$ cat config.mk
export PLATFORM = sky130hd
export DESIGN_NAME = data_run_list_decoder
export DESIGN_NICKNAME = d
export VERILOG_FILES = /design/src/design/drld_pkg.sv /design/src/design/data_run_list_decoder.sv
export VERILOG_INCLUDE_DIRS = /design/src /design/src/design
export SDC_FILE = /design/constraint.sdc
export NUM_CORES = 2
export LEC_CHECK = 0
export BUFFER_PORTS_ARGS = -buffer_cell sky130_fd_sc_hd__buf_4
export CAP_MARGIN = 30
export CORE_MARGIN = 2
export CORE_UTILIZATION = 46
export DETAILED_ROUTE_END_ITERATION = 7
export PLACE_DENSITY = 0.73
export SYNTH_ARGS = -nofsm -noshare
export SYNTH_HDL_FRONTEND = slang
export SYNTH_SLANG_ARGS = --single-unit
$ cat constraint.sdc
create_clock -name i_clk -period 31.6 [get_ports i_clk]
set_clock_uncertainty 0.15 [all_clocks]
set_input_delay 6.32 -clock i_clk [delete_from_list [all_inputs] [get_ports i_clk]]
set_output_delay 6.32 -clock i_clk [all_outputs]
set_load 0.05 [all_outputs]
$ cat src/design/data_run_list_decoder_macros.svh
// Assertion helpers for the run list decoder
`ifndef DATA_RUN_LIST_DECODER_MACROS_SVH
`define DATA_RUN_LIST_DECODER_MACROS_SVH

// Same-cycle implication, sampled on the block clock, off during reset
`define DRLD_ASSERT_NOW(lbl, ante, cons, msg) \
    lbl: assert property (@(posedge i_clk) disable iff (!i_rst_n) (ante) |-> (cons)) \
        else $error(msg);

// Next-cycle implication, sampled on the block clock, off during reset
`define DRLD_ASSERT_NEXT(lbl, ante, cons, msg) \
    lbl: assert property (@(posedge i_clk) disable iff (!i_rst_n) (ante) |=> (cons)) \
        else $error(msg);

`endif

$ cat src/design/drld_pkg.sv
package drld_pkg;

    // Decoder phase
    typedef enum logic [1:0] {
        PH_IDLE = 2'd0,
        PH_HEAD = 2'd1,
        PH_LEN  = 2'd2,
        PH_OFF  = 2'd3
    } t_phase;

    // Result kind
    typedef enum logic [1:0] {
        KIND_RUN     = 2'd0,
        KIND_DONE    = 2'd1,
        KIND_CORRUPT = 2'd2,
        KIND_OVER    = 2'd3
    } t_kind;

    // Register byte addresses (8-byte spacing)
    localparam int unsigned ADDR_W = 4;
    localparam logic [ADDR_W-1:0] ADDR_START_VCN = 4'h0;
    localparam logic [ADDR_W-1:0] ADDR_MAX_RUNS  = 4'h8;

    // Largest byte count a header nibble may carry
    localparam logic [3:0] MAX_FIELD_BYTES = 4'd8;
    localparam logic [15:0] MAX_RUNS_RST = 16'hFFFF;

    // One queued result; then_done appends a list-complete word after it
    typedef struct packed {
        t_kind              kind;
        logic        [63:0] vcn;
        logic signed [63:0] lcn;
        logic        [63:0] len;
        logic               sparse;
        logic        [15:0] count;
        logic               then_done;
    } t_res;

endpackage

$ cat src/design/data_run_list_decoder.sv
// Channel | Dir | Handshake         | Word
// s_*     | in  | s_tvalid/s_tready | stream byte, first-byte flag, last-byte flag
// m_*     | out | m_tvalid/m_tready | one run entry or list status
// APB     | in  | psel/penable      | start_vcn at 0x0, max_runs at 0x8
//
// One stream byte is decoded in the cycle it is accepted: the byte insert,
// sign extension and the 64-bit cluster adds sit between the input port and
// the state registers, so a byte is taken every cycle while the queue has room.
// Results wait in a two-entry queue; s_tready drops only when both are full.
// A run that ends the stream yields a second word (list complete) from the
// same queue entry.
// Reset (synchronous, active low) empties the queue and idles the decoder.
`include "data_run_list_decoder_macros.svh"

module data_run_list_decoder (
    input  logic                         i_clk,
    input  logic                         i_rst_n,
    // APB configuration
    input  logic                         psel,
    input  logic                         penable,
    input  logic                         pwrite,
    input  logic [drld_pkg::ADDR_W-1:0]  paddr,
    input  logic [63:0]                  pwdata,
    output logic [63:0]                  prdata,
    output logic                         pready,
    // Input stream
    input  logic                         s_tvalid,
    output logic                         s_tready,
    input  logic [7:0]                   s_tdata,   // [7:0] data_byte
    input  logic                         s_tuser,   // [0] first_byte
    input  logic                         s_tlast,   // last_byte
    // Output stream
    output logic                         m_tvalid,
    input  logic                         m_tready,
    output logic [207:0]                 m_tdata,   // [63:0] run_vcn, [127:64] run_lcn,
                                                    // [191:128] run_length,
                                                    // [207:192] run_count
    output logic [2:0]                   m_tuser,   // [1:0] kind, [2] sparse
    output logic                         m_tlast    // last
);
    import drld_pkg::*;

    // Configuration
    logic [63:0] r_start_vcn;
    logic [15:0] r_max_runs;

    // Decoder state
    t_phase      r_phase, n_phase;
    logic [3:0]  r_len_left, n_len_left;
    logic [3:0]  r_off_left, n_off_left;
    logic [3:0]  r_pos, n_pos;
    logic [63:0] r_len_acc, n_len_acc;
    logic [63:0] r_del_acc, n_del_acc;
    logic        r_sparse, n_sparse;
    logic [63:0] r_cur_lcn, n_cur_lcn;
    logic [63:0] r_cur_vcn, n_cur_vcn;
    logic [15:0] r_runs, n_runs;

    // Result queue
    t_res        r_q [2];
    logic        r_wp, r_rp, r_sub;
    logic [1:0]  r_cnt;

    logic        w_acc, w_push, w_pop, w_done;
    t_res        w_res, w_head;
    t_phase      w_ph;
    logic [63:0] w_vcn0, w_lcn0, w_ins, w_del, w_lcn_sum;
    logic [15:0] w_cnt0;
    logic [3:0]  w_lb, w_ob, w_nb;

    // Sign-extend a delta of nb bytes (nb of 8 needs nothing)
    function automatic logic [63:0] sext_delta(input logic [63:0] d, input logic [3:0] nb);
        logic [63:0] r;
        begin
            r = d;
            unique case (nb)
                4'd1:    r = {{56{d[7]}},  d[7:0]};
                4'd2:    r = {{48{d[15]}}, d[15:0]};
                4'd3:    r = {{40{d[23]}}, d[23:0]};
                4'd4:    r = {{32{d[31]}}, d[31:0]};
                4'd5:    r = {{24{d[39]}}, d[39:0]};
                4'd6:    r = {{16{d[47]}}, d[47:0]};
                4'd7:    r = {{8{d[55]}},  d[55:0]};
                default: r = d;
            endcase
            return r;
        end
    endfunction

    // APB: always ready, decode on address bit 3
    assign pready = 1'b1;
    assign prdata = paddr[3] ? {48'b0, r_max_runs} : r_start_vcn;

    always_ff @(posedge i_clk) begin
        if (!i_rst_n) begin
            r_start_vcn <= '0;
            r_max_runs  <= MAX_RUNS_RST;
        end else if (psel && penable && pwrite && pready) begin
            if (paddr[3] == ADDR_MAX_RUNS[3]) begin
                r_max_runs <= pwdata[15:0];
            end else begin
                r_start_vcn <= pwdata;
            end
        end
    end

    // Handshakes
    assign s_tready = (r_cnt != 2'd2);
    assign w_acc    = s_tvalid && s_tready;

    // Base values: a first byte restarts the stream
    assign w_ph   = s_tuser ? PH_HEAD : r_phase;
    assign w_vcn0 = s_tuser ? r_start_vcn : r_cur_vcn;
    assign w_lcn0 = s_tuser ? 64'd0 : r_cur_lcn;
    assign w_cnt0 = s_tuser ? 16'd0 : r_runs;
    assign w_lb   = s_tdata[3:0];
    assign w_ob   = s_tdata[7:4];
    assign w_ins  = {56'b0, s_tdata} << {r_pos[2:0], 3'b000};
    assign w_nb   = r_pos + 4'd1;

    // Decode one byte
    always_comb begin
        n_phase    = r_phase;
        n_len_left = r_len_left;
        n_off_left = r_off_left;
        n_pos      = r_pos;
        n_len_acc  = r_len_acc;
        n_del_acc  = r_del_acc;
        n_sparse   = r_sparse;
        n_cur_lcn  = r_cur_lcn;
        n_cur_vcn  = r_cur_vcn;
        n_runs     = r_runs;
        w_push     = 1'b0;
        w_done     = 1'b0;
        w_del      = r_del_acc | w_ins;
        w_lcn_sum  = '0;
        w_res      = '0;
        w_res.count = w_cnt0;
        if (w_acc) begin
            if (s_tuser) begin
                n_cur_vcn = r_start_vcn;
                n_cur_lcn = '0;
                n_runs    = '0;
                n_phase   = PH_HEAD;
            end
            unique case (w_ph)
                PH_IDLE: begin
                end
                PH_HEAD: begin
                    priority if (s_tdata == 8'd0) begin
                        w_push      = 1'b1;
                        w_res.kind  = KIND_DONE;
                        n_phase     = PH_IDLE;
                    end else if (w_cnt0 >= r_max_runs) begin
                        w_push      = 1'b1;
                        w_res.kind  = KIND_OVER;
                        n_phase     = PH_IDLE;
                    end else if (w_lb > MAX_FIELD_BYTES || w_ob > MAX_FIELD_BYTES) begin
                        w_push      = 1'b1;
                        w_res.kind  = KIND_CORRUPT;
                        n_phase     = PH_IDLE;
                    end else begin
                        n_len_left = w_lb;
                        n_off_left = w_ob;
                        n_sparse   = (w_ob == 4'd0);
                        n_len_acc  = '0;
                        n_del_acc  = '0;
                        n_pos      = '0;
                        n_phase    = (w_lb != 4'd0) ? PH_LEN : PH_OFF;
                        if (s_tlast) begin
                            w_push     = 1'b1;
                            w_res.kind = KIND_CORRUPT;
                            n_phase    = PH_IDLE;
                        end
                    end
                end
                PH_LEN: begin
                    n_len_acc  = r_len_acc | w_ins;
                    n_pos      = w_nb;
                    n_len_left = r_len_left - 4'd1;
                    if (n_len_left == 4'd0) begin
                        n_pos = '0;
                        if (r_off_left == 4'd0) begin
                            w_done = 1'b1;
                        end else begin
                            n_phase = PH_OFF;
                        end
                    end
                end
                PH_OFF: begin
                    n_del_acc  = w_del;
                    n_pos      = w_nb;
                    n_off_left = r_off_left - 4'd1;
                    if (n_off_left == 4'd0) begin
                        n_del_acc = sext_delta(w_del, w_nb);
                        n_pos     = '0;
                        w_done    = 1'b1;
                    end
                end
                default: begin
                end
            endcase

            // Close the run, or flag a run cut short by the last byte
            if (w_done) begin
                w_lcn_sum = w_lcn0 + n_del_acc;
                if (!r_sparse) begin
                    n_cur_lcn = w_lcn_sum;
                end
                n_cur_vcn       = w_vcn0 + n_len_acc;
                n_runs          = w_cnt0 + 16'd1;
                w_push          = 1'b1;
                w_res.kind      = KIND_RUN;
                w_res.vcn       = w_vcn0;
                w_res.lcn       = r_sparse ? '1 : w_lcn_sum;
                w_res.len       = n_len_acc;
                w_res.sparse    = r_sparse;
                w_res.count     = n_runs;
                w_res.then_done = s_tlast;
                n_phase         = s_tlast ? PH_IDLE : PH_HEAD;
            end else if (s_tlast && (w_ph == PH_LEN || w_ph == PH_OFF)) begin
                w_push     = 1'b1;
                w_res.kind = KIND_CORRUPT;
                n_phase    = PH_IDLE;
            end
        end
    end

    // Update decoder state
    always_ff @(posedge i_clk) begin
        if (!i_rst_n) begin
            r_phase    <= PH_IDLE;
            r_len_left <= '0;
            r_off_left <= '0;
            r_pos      <= '0;
            r_len_acc  <= '0;
            r_del_acc  <= '0;
            r_sparse   <= 1'b0;
            r_cur_lcn  <= '0;
            r_cur_vcn  <= '0;
            r_runs     <= '0;
        end else begin
            r_phase    <= n_phase;
            r_len_left <= n_len_left;
            r_off_left <= n_off_left;
            r_pos      <= n_pos;
            r_len_acc  <= n_len_acc;
            r_del_acc  <= n_del_acc;
            r_sparse   <= n_sparse;
            r_cur_lcn  <= n_cur_lcn;
            r_cur_vcn  <= n_cur_vcn;
            r_runs     <= n_runs;
        end
    end

    // Output queue: pop after the trailing list-complete word, if any
    assign w_head = r_q[r_rp];
    assign w_pop  = m_tvalid && m_tready && (r_sub || !w_head.then_done);

    always_ff @(posedge i_clk) begin
        if (w_push) begin
            r_q[r_wp] <= w_res;
        end
    end

    always_ff @(posedge i_clk) begin
        if (!i_rst_n) begin
            r_wp  <= 1'b0;
            r_rp  <= 1'b0;
            r_cnt <= '0;
            r_sub <= 1'b0;
        end else begin
            if (w_push) begin
                r_wp <= !r_wp;
            end
            if (w_pop) begin
                r_rp <= !r_rp;
            end
            r_cnt <= r_cnt + {1'b0, w_push} - {1'b0, w_pop};
            if (m_tvalid && m_tready) begin
                r_sub <= !r_sub && w_head.then_done;
            end
        end
    end

    // Drive the output word
    assign m_tvalid = (r_cnt != 2'd0);

    always_comb begin
        if (r_sub) begin
            m_tuser = {1'b0, KIND_DONE};
            m_tdata = {w_head.count, 192'b0};
            m_tlast = 1'b1;
        end else begin
            m_tuser = {w_head.sparse, w_head.kind};
            m_tdata = {w_head.count, w_head.len, w_head.lcn, w_head.vcn};
            m_tlast = !w_head.then_done;
        end
    end

    // Checks
    `DRLD_ASSERT_NOW(a_cnt_bound, 1'b1, r_cnt <= 2'd2, "result queue count out of range")
    `DRLD_ASSERT_NOW(a_sub_head, r_sub, (r_cnt != 2'd0) && w_head.then_done, "trailing word without a run entry")
    `DRLD_ASSERT_NOW(a_idle_quiet, w_acc && !s_tuser && r_phase == PH_IDLE, !w_push, "idle byte produced a result")
    `DRLD_ASSERT_NEXT(a_done_idle, w_acc && w_push && (w_res.kind != KIND_RUN), r_phase == PH_IDLE, "status word left decoder active")

endmodule
==> metrics.log <==
[metrics] Endpoint, Worst Hold: r_cur_lcn[51]$_SDFFE_PN0P_
[metrics] number of flops mapped to enable cells by yosys: 424
[metrics] Worst setup SP type: input port
[metrics] Lkg Pwr: 0.0202 uW
[metrics] floorplan die area: 0.0975 mm^2
[metrics] result of the run: finished, final reports clean
[metrics] reg2reg end: r_q[1][144]$_DFFE_PP_
[metrics] endpoint kind of the worst setup timing path: flip-flop
[metrics] clock tree from TritonCTS: done
[metrics] fraction of the cycle the final worst path needs: 44.7%
[metrics] clock latency on the worst-skew pair: 690 ps
[metrics] Core Box Area: 0.0946 mm^2
[metrics] Die W: 312 um
[metrics] async set-reset flop share out of synthesis: 0%
[metrics] final hold vios: 0
[metrics] drc violations: 0
[metrics] minimum hold slack: 295 ps
[metrics] Setup TNS: 0 ps
[metrics] critical path arrival: 14390 ps
[metrics] pin count of the biggest net entering global routing: 134
[metrics] total nets after synthesis: 5115
[metrics] data required time at the worst endpoint: 31860 ps
[metrics] PostCTS Resize Cnt: 0
[metrics] type of the most critical hold path: reg -> reg
[metrics] Mapped Avg Cell Area: 8.97 um^2
[metrics] number of port buffers: 359
[metrics] CTS Sinks: 797
[metrics] Synth Cell Area: 0.0437 mm^2
[metrics] number of setup violations in the final report: 0
[metrics] clock tree buffer depth: 3
[metrics] total met2 wirelength after detailed routing: 59.9 mm
[metrics] share of final-layout standard cells stronger than drive strength 1: 12.8%
[metrics] slowest cell delay on critical path: 600 ps
[metrics] most instantiated flip-flop cell in the synthesis netlist: sky130_fd_sc_hd__edfxtp_1
[metrics] power density over cell area: 60.5 mW/mm^2
[metrics] number of buffers inserted during clock tree synthesis: 85
[metrics] setup repair after global routing missed its margin: no
[metrics] CTS HTree Levels: 3
[metrics] Slowest-stage cell, CP: sky130_fd_sc_hd__buf_4
[metrics] Die H: 312 um
[metrics] Cell Area, Placed: 0.0473 mm^2
[metrics] top routing layer used: met5
[metrics] highest ir drop seen on vdd: 38.2 uV
[metrics] final net count: 5288
[metrics] number of cell instances on the worst register-to-register path: 22
[metrics] Via density: 5.86
[metrics] category of the critical setup timing path: in -> reg
[metrics] effective utilization at floorplan: 46.2%
[metrics] detailed-router iteration count before antenna repair: 6
[metrics] critical path's top delay family: compound AO/OA/AOI/OAI gates
[metrics] vias in the first global route: 34200
[metrics] initial antenna violation count: 2
[metrics] max-cap check violation count: 0
[metrics] wire length of the first global-routing pass: 206 mm
[metrics] worst hold start: r_cur_lcn[51]$_SDFFE_PN0P_
[metrics] worst path buffer plus inverter count: 2
[metrics] worst setup slack for register-to-register paths: 23650 ps
[metrics] actual transition at the worst max-transition pin: 1120 ps
[metrics] fraction of the yosys area taken by sequential cells: 46.2%
[metrics] routed wire length per instance: 21.5 um
[metrics] Hold Crit Depth: 2
[metrics] final number of max-transition violations: 0
[metrics] post-cts hold buffer count: 0
[metrics] total power: 3050 uW
[metrics] number of top-level pins: 364
[metrics] count of antenna-violating nets left after detailed routing: 0
[metrics] Synth Instances: 4870
[metrics] total number of placement rows: 113
[metrics] weighted congestion reported at the end of routability-driven placement: 0.942
[metrics] First DRT Iteration DRCs: 3860
[metrics] finished layout cell area: 0.0503 mm^2
[metrics] number of buffers added for setup after CTS: 0
[metrics] list of cells traversed by the critical path: buf_6 -> buf_4 -> nor2b_1 -> ha_1 -> a21o_1 -> a211o_1 -> nor4_1 -> a21oi_1 -> o21ai_0 -> nand2_1 -> nor2_1 -> nor2_1 -> ha_1 -> fa_1 -> a21o_1 -> a31oi_1 -> or4_1 -> a211oi_1 -> nor3_1 -> o41a_1 -> o2111ai_1 -> a221oi_2 -> nor3_1 -> a211oi_1
[metrics] total vias in the final route: 37400
[metrics] detailed-placement wirelength estimate: 96.3 mm
[metrics] maximum fanout along the worst path: 54
[metrics] worst-case headroom to the max-slew limit: 25.4%
[metrics] growth of design area from synthesis to finish: 15.2%
[metrics] reg-to-reg startpoint: r_runs[10]$_SDFFE_PN0P_
[metrics] buffer cell driving the clock tree root: sky130_fd_sc_hd__clkbuf_16
[metrics] Overall Global Routing Usage: 26.9%
[metrics] routed metal-1 wire length: 60.8 mm
[metrics] number of synthesized register bits: 797
[metrics] total global routing overflow: 0
[metrics] total wire length: 137 mm
[metrics] number of warnings issued by yosys: 0
[metrics] met3 wire length: 12.2 mm
[metrics] Final min period: 14130 ps
[metrics] clock slew seen by the registers of the worst setup and hold paths: 60 ps
[metrics] Netlist cell types: 93
[metrics] Fmax achieved: 70.8 MHz
==> worst max-delay path by stage <==
stage | slack [ps] | from | to | cells past startpoint
final | 17470 | s_tuser | r_q[1][144]$_DFFE_PP_ | 24
after CTS | 17550 | paddr[3] | prdata[14] | 3
after global routing | 17080 | s_tuser | r_q[1][144]$_DFFE_PP_ | 24
after global placement | 17030 | s_tuser | r_q[0][144]$_DFFE_PP_ | 24
after detailed placement | 16990 | s_tuser | r_q[0][144]$_DFFE_PP_ | 24
after floorplan | 12660 | s_tuser | r_q[0][0]$_DFFE_PP_ | 17
==> power breakdown <==
part | leakage (uW) | internal, uW | switching (uW)
clock | 0.00142 | 616 | 436
combinational | 0.0115 | 223 | 594
sequential | 0.00728 | 1150 | 28.6
==> logic make-up after synthesis <==
logic type               Yosys count  share of synthesized area [%]
AO/OA/AOI/OAI                   1227                           17.1
XOR/XNOR                         118                           2.37
adder cells (fa/ha/maj)          160                           4.62
buffers and inverters            447                           3.91
flip-flops                       797                           46.2
multiplexers                     304                           7.15
other                              1                        0.00858
AND/OR/NAND/NOR                 1816                           18.6
==> worst register-to-register path, stage by stage, from the launching register on <==
cell	delay, ps
sky130_fd_sc_hd__dfxtp_1	450
sky130_fd_sc_hd__nor2b_1	360
sky130_fd_sc_hd__ha_1	320
sky130_fd_sc_hd__a21o_1	200
sky130_fd_sc_hd__a211o_1	290
sky130_fd_sc_hd__nor4_1	260
sky130_fd_sc_hd__a21oi_1	240
sky130_fd_sc_hd__o21ai_0	450
sky130_fd_sc_hd__nand2_1	590
sky130_fd_sc_hd__nor2_1	560
sky130_fd_sc_hd__nor2_1	150
sky130_fd_sc_hd__ha_1	260
sky130_fd_sc_hd__fa_1	430
sky130_fd_sc_hd__a21o_1	230
sky130_fd_sc_hd__a31oi_1	250
sky130_fd_sc_hd__or4_1	230
sky130_fd_sc_hd__a211oi_1	110
sky130_fd_sc_hd__nor3_1	410
sky130_fd_sc_hd__o41a_1	420
sky130_fd_sc_hd__o2111ai_1	270
sky130_fd_sc_hd__a221oi_2	510
sky130_fd_sc_hd__nor3_1	100
sky130_fd_sc_hd__a211oi_1	440
==> per-layer routing <==
metal / up-vias / track usage, %
met3: 229 / 4.97
met2: 1498 / 40.5
met1: 18000 / 39.0
met4: 2 / 8.85
met5: - / 0
li1: 17700 / -
==> through the flow <==
stage | worst slack (ps) | util, % | std cells
2_1_floorplan | 12660 | - | 4870
3_3_place_gp | 17030 | 49.9 | 6209
3_5_place_dp | 16990 | 50.0 | 6216
4_1_cts | 17550 | 53.1 | 6376
5_1_grt | 17080 | 53.2 | 6381
6_report | 17470 | 53.2 | 6384
==> synthesized netlist by cell type (60+ instances only) <==
library cell,number,area (um^2)
sky130_fd_sc_hd__nor2_1,658,2470
sky130_fd_sc_hd__nand2_1,569,2140
sky130_fd_sc_hd__a21oi_1,519,2600
sky130_fd_sc_hd__edfxtp_1,424,12700
sky130_fd_sc_hd__dfxtp_1,373,7470
sky130_fd_sc_hd__clkbuf_1,281,1050
sky130_fd_sc_hd__mux2i_1,240,2400
sky130_fd_sc_hd__o21ai_0,208,1040
sky130_fd_sc_hd__ha_1,158,1980
sky130_fd_sc_hd__nor2b_1,142,888
sky130_fd_sc_hd__nor3_1,140,701
sky130_fd_sc_hd__a21o_1,123,923
sky130_fd_sc_hd__inv_1,113,424
sky130_fd_sc_hd__xnor2_1,79,692
sky130_fd_sc_hd__nand3_1,67,335
sky130_fd_sc_hd__mux2_2,63,709
sky130_fd_sc_hd__and3_1,62,388
sky130_fd_sc_hd__a22oi_1,60,450
==> cell type report <==
cell class / instances / area [um^2]
inverter: 115 / 439
clock inverter: 48 / 636
antenna: 3 / 7.51
multi-input combinational: 3626 / 21900
timing repair buffer: 418 / 3290
tap: 1265 / 1580
fill: 8562 / 44300
clock buffer: 112 / 2300
sequential: 797 / 20200
==> layout by cell type, fill, tap and decap left out, drive strengths merged, types with 22 or more instances in the layout <==
cell type and instances:
a22oi 60, nor2 658, clkbuf 113, ha 158
mux2 64, and2 33, nand3 68, inv 118
mux2i 240, a211oi 35, and3 63, o21ai 230
nor2b 142, buf 417, clkinv 30, a31oi 30
nor3 140, a21oi 520, o21bai 31, nand4 37
nand2 569, edfxtp 424, xor2 39, xnor2 79
or3 22, nand2b 23, o211ai 35, dfxtp 373
a21o 123
==> sequential cells by signal (all words and copies together), names as in the netlist, named ones only <==
signal       cells
r_q            424
r_cur_lcn       64
r_cur_vcn       64
r_del_acc       64
r_len_acc       64
r_start_vcn     64
r_max_runs      16
r_runs          16
r_len_left       4
r_off_left       4
r_pos            4
r_cnt            2
r_phase          2
r_rp             1
r_sparse         1
r_sub            1
r_wp             1
No activity file was read; power rests on OpenSTA's default activity.
